<file path="src/hdl/assert_macros.svh">
// Assertion macros used by the top-level RTL file.
`ifndef ASSERT_MACROS_SVH
`define ASSERT_MACROS_SVH

// Check a property on every rising clock edge outside reset.
`define ASSERT_CLK(lbl, prop) \
  lbl: assert property (@(posedge clk) disable iff (rst) prop) else $error("assertion failed");

// Check that a condition never holds outside reset.
`define ASSERT_NEVER(lbl, cond) \
  `ASSERT_CLK(lbl, !(cond))

`endif

</file>
<file path="src/hdl/mccp_ram.sv">
// Generic single-write, single-read RAM with registered read data.
module mccp_ram #(
  parameter int WIDTH = 8,
  parameter int DEPTH = 64
) (
  input  logic                     clk,
  input  logic                     we,
  input  logic [$clog2(DEPTH)-1:0] waddr,
  input  logic [WIDTH-1:0]         wdata,
  input  logic [$clog2(DEPTH)-1:0] raddr,
  output logic [WIDTH-1:0]         rdata
);

  logic [WIDTH-1:0] mem [DEPTH];

  always_ff @(posedge clk) begin
    if (we) begin
      mem[waddr] <= wdata;
    end
    rdata <= mem[raddr];
  end

endmodule

</file>
<file path="config.mk">
export PLATFORM = sky130hd
export DESIGN_NAME = mccp_ram
export DESIGN_NICKNAME = d
export VERILOG_FILES = /design/src/hdl/assert_macros.svh /design/src/hdl/mccp_ram.sv
export SDC_FILE = /design/constraint.sdc
export NUM_CORES = 1
export LEC_CHECK = 0
export BUFFER_PORTS_ARGS = -buffer_cell sky130_fd_sc_hd__buf_2
export CAP_MARGIN = 40
export CORE_ASPECT_RATIO = 0.6
export CORE_MARGIN = 2
export CORE_UTILIZATION = 65
export CTS_CLUSTER_DIAMETER = 100
export DETAILED_ROUTE_END_ITERATION = 12
export PLACE_DENSITY = 0.84
export SKIP_CTS_REPAIR_TIMING = 1
export SLEW_MARGIN = 15
export SYNTH_ARGS = -nofsm -noshare
export SYNTH_HDL_FRONTEND = slang
export SYNTH_SLANG_ARGS = --single-unit
</file>
<file path="constraint.sdc">
create_clock -name clk -period 3.6 [get_ports clk]
set_clock_uncertainty 0.05 [all_clocks]
set_input_delay 0.18 -clock clk [delete_from_list [all_inputs] [get_ports clk]]
set_output_delay 0.18 -clock clk [all_outputs]
set_load 0.01 [all_outputs]
</file>
# After elaboration in Yosys (flattened, before gate mapping)
# Memory sizes are Yosys's and may differ from the RTL's. A register that Yosys moved wholly into a read port is not among the register bits.
# Cells that the tools add are included.
# totals
ram_bits	512
mem_bits_ro	0
memories	1
ff_bits	0
latch_bits	0
output_inout_bits	8
in_bits	22
word_cells	3
# mem_list
name	words	word_bits	rd	rd_ports_with_merged_regs	wr	line_no	source
mem	64	8	1	1	1	mccp_ram.sv:14	logic [WIDTH-1:0] mem [DEPTH];
# classes
magnitude_cmp	0
div_mod_pow	0
add_sub_neg	0
mux	2
bitwise	0
mul	0
n_shift	0
eq_ne	0
reduce_logical	0
# ops
operator	count
$mux 1	2

# Longest topological paths before layout
# logic_depth
word_depth	2
mapped_depth	9

# Least setup slack after synthesis
# OpenSTA, ideal clock, no wires.
# synth_path
kind	input-to-reg
startpoint	in raddr[1]
endpoint	reg rdata[3], read port of mem
slack_ns	1.702
arrival_ns	1.720
setup_time_ns	0.128
cell_stages	7
cell_sequence	buf_4 -> buf_2 -> buf_2 -> mux4_2 -> mux4_2 -> o21ai_1 -> o41ai_1
# synth_lines
item	line_no	source
start: declaration	mccp_ram.sv:10	input logic [$clog2(DEPTH)-1:0] raddr,
end: declaration	mccp_ram.sv:11	output logic [WIDTH-1:0] rdata

==> results by group <==
Outcome
  • Status: complete, no violations

Timing
  • Setup slack after layout: 1.47 ns
  • Max Slew Vio Count: 0
  • Final Hold Viols: 0
  • FMAX: around 470 MHz
  • Slew HR: a little over a third
  • Setup_tns: 0 ns
  • WHS: 0.0235 ns
  • Final period util: about three fifths
  • RSZ-0062 raised after global routing: no
  • Final Critical Period: approximately 2.1 ns
  • Final Setup Violations: 0
  • Worst slew pin tran: 0.966 ns

Setup path
  • Arr. time, crit path: 2.50 ns
  • Critical path class: flip-flop to flip-flop
  • CP Capture Type: flip-flop
  • CP delay by family, top: multiplexers
  • Crit path largest cell delay: between 0.4 and 0.5 ns
  • CP Buf/Inv Count: 0
  • Slowest CP cell: mux4_2
  • Crit path cell chain: mux4_2 -> mux2_2 -> o221a_2 -> nor3_1 -> o32ai_1
  • Required time of the critical path: about 4 ns
  • Crit path launch type: flip-flop
  • Critical path peak fanout: 1

Final layout
  • Final Non-Filler Cells: between 1k and 1.5k
  • Finished Core Util: roughly 75%
  • Antenna Cells: 0
  • Area growth from synthesis to layout: 11.7%
  • Fin nets: approximately 1.0k
  • Fin area: approximately 23000 sq um
  • Layout cell share with drive strength beyond 1: a little over a quarter

Clock tree
  • CTS Root Cell: clkbuf_16
  • CTS tree: built
  • Max H-tree Level: 2
  • # clock sinks: 520
  • Worst-path clk slew: 0.07 ns
  • Clock Path Buffers: 3
  • Clock insertion delay at the later pin of the skew report: 0.56 ns
  • Cts bufs inserted: 44

Global routing
  • Total GRT Usage: 29.8%
  • Antenna violations before repair: 0
  • GR Overflow Total: 0
  • Via count of the first global-routing pass: between 9k and 10k
  • Largest net degree at the start of global routing: 54
  • First-pass GRT wire length: 68100 um

Synth
  • Top_reg_cell synth: edfxtp_1
  • Average cell area after synthesis: about 21 sq um
  • Syn Nets: between 900 and 1k
  • YS warnings: 0
  • Most common cell in the netlist: edfxtp_1
  • Yosys top cell by area: edfxtp_1
  • Synth Register Bits: 520
  • Most frequent cells after synthesis: 512 x edfxtp_1, 126 x mux4_2, 83 x nor2_1
  • Post-synth EDFFs: about 500
  • Gate Count Post-Synth: 940
  • Top cells by area, synth: edfxtp_1 76%, mux4_2 14%, nor2_1 1.5%
  • Post-synthesis sequential area ratio: 77.0%
  • Synth unique cells: 40
  • Async S/R FF share, synth: 0%
  • Mapped Area: 20200 sq um
  • Area fraction of the dominant cell type after synthesis: between 70% and 80%

Place
  • Final HPWL DP: 29000 um
  • Count of input and output buffers: 29
  • Gp weighted congestion: around 0.82
  • Pre-CTS WS: approximately 0.93 ns
  • Instance area at placement: ~21000 sq um
  • Dpl cells: around 1.4k

Routing
  • Antenna Nets Post-Route: 0
  • DRT Pass-1 Iters: 6
  • Initial DRC Count: between 1.5k and 2k
  • Wire per inst: ~32 um
  • WL final: approximately 47000 um
  • # DRC: 0
  • Detailed-route vias per instance: 6.94
  • Vias: slightly above 10k

Pwr
  • Overall power: about 12 mW
  • VDD IR max: around 530 uV
  • Pwr Density: 544 nW/um^2
  • LEAKAGE: between 7 and 8 nW

Floorplan
  • Total die area: around 32000 sq um
  • Initial Util: about 67%
  • # rows: between 40 and 50
  • I/O pin count: 30
  • Core area: 30200 sq um
  • Chip height: approximately 140 um
  • Die Width: around 230 um

Job
  • Max Cap Viol: 0

Worst hold path
  • Worst hold-check path type: input pin to flip-flop
[cell type report]
cell class | instances | area [sq um]
repair buffers | 83 | 702
fillers | 1586 | 7700
multi-input cells | 369 | 4320
clock inverters | 21 | 255
clock buffers | 59 | 1210
flip-flops and latches | 520 | 15500
well taps | 408 | 510
[state kept, by name (all words and copies together) (netlist names)]
| register | flops |
|---|---|
| mem | 512 |
| rdata | 8 |
[power breakdown]
part | leakage, nW | internal, mW | switching (mW) | total (mW)
combinational | 1.73 | 0.246 | 0.400 | 0.646
clock | 0.717 | 2.79 | 2.09 | 4.88
sequential | 4.67 | 6.70 | 0.0217 | 6.72
total | 7.12 | 9.74 | 2.51 | 12.2
[cell families (layout without fill, tap and decap cells)]
family                 Yosys count  in the layout  synth area share [%]
DFF                            520            520                  77.0
muxes                          162            162                  15.9
and+or+nand+nor                153            153                  3.39
AOI/OAI and AO/OA               54             54                  2.07
buffers and inverters           51            163                  1.57
[routing by layer]
| layer | vias up | part of all wire (%) | wire length, um | GRT usage (%) |
|---|---|---|---|---|
| li1 | 4079 | - | - | - |
| met4 | 0 | 2.5 | 1150 | 7.37 |
| met5 | - | 0 | 0 | 0 |
| met1 | 5165 | 39 | 18300 | 47.6 |
| met3 | 103 | 14 | 6540 | 7.72 |
| met2 | 788 | 44 | 20600 | 42.1 |
[cell usage in the layout, fill, tap and decap left out, types with 4 or more instances in the layout]
| master | n |
|---|---|
| edfxtp_1 | 512 |
| mux4_2 | 126 |
| nor2_1 | 83 |
| clkbuf_16 | 45 |
| buf_4 | 45 |
| buf_2 | 26 |
| mux2i_1 | 23 |
| nand2_1 | 19 |
| nor2b_1 | 14 |
| mux2_2 | 13 |
| nand3_1 | 13 |
| clkbuf_1 | 11 |
| buf_12 | 11 |
| o221ai_1 | 8 |
| o22ai_1 | 8 |
| clkinv_2 | 8 |
| dfxtp_1 | 8 |
| nand2b_1 | 7 |
| nor3_1 | 7 |
| a221oi_1 | 6 |
| bufinv_16 | 6 |
| clkinv_1 | 5 |
| a211oi_1 | 4 |
| clkbuf_8 | 4 |
[final timing paths]
check                           cells past startpoint  startpoint          to  slack, ns
worst max-delay path                                5  mem[29][6]    rdata[6]       1.47
worst min-delay path                                1    wdata[1]  mem[62][1]       0.02
worst max register to register                      5  mem[29][6]    rdata[6]       1.47
worst min register to register                      3  mem[31][6]    rdata[6]       0.79
No activity file was read; power rests on OpenSTA's default activity.
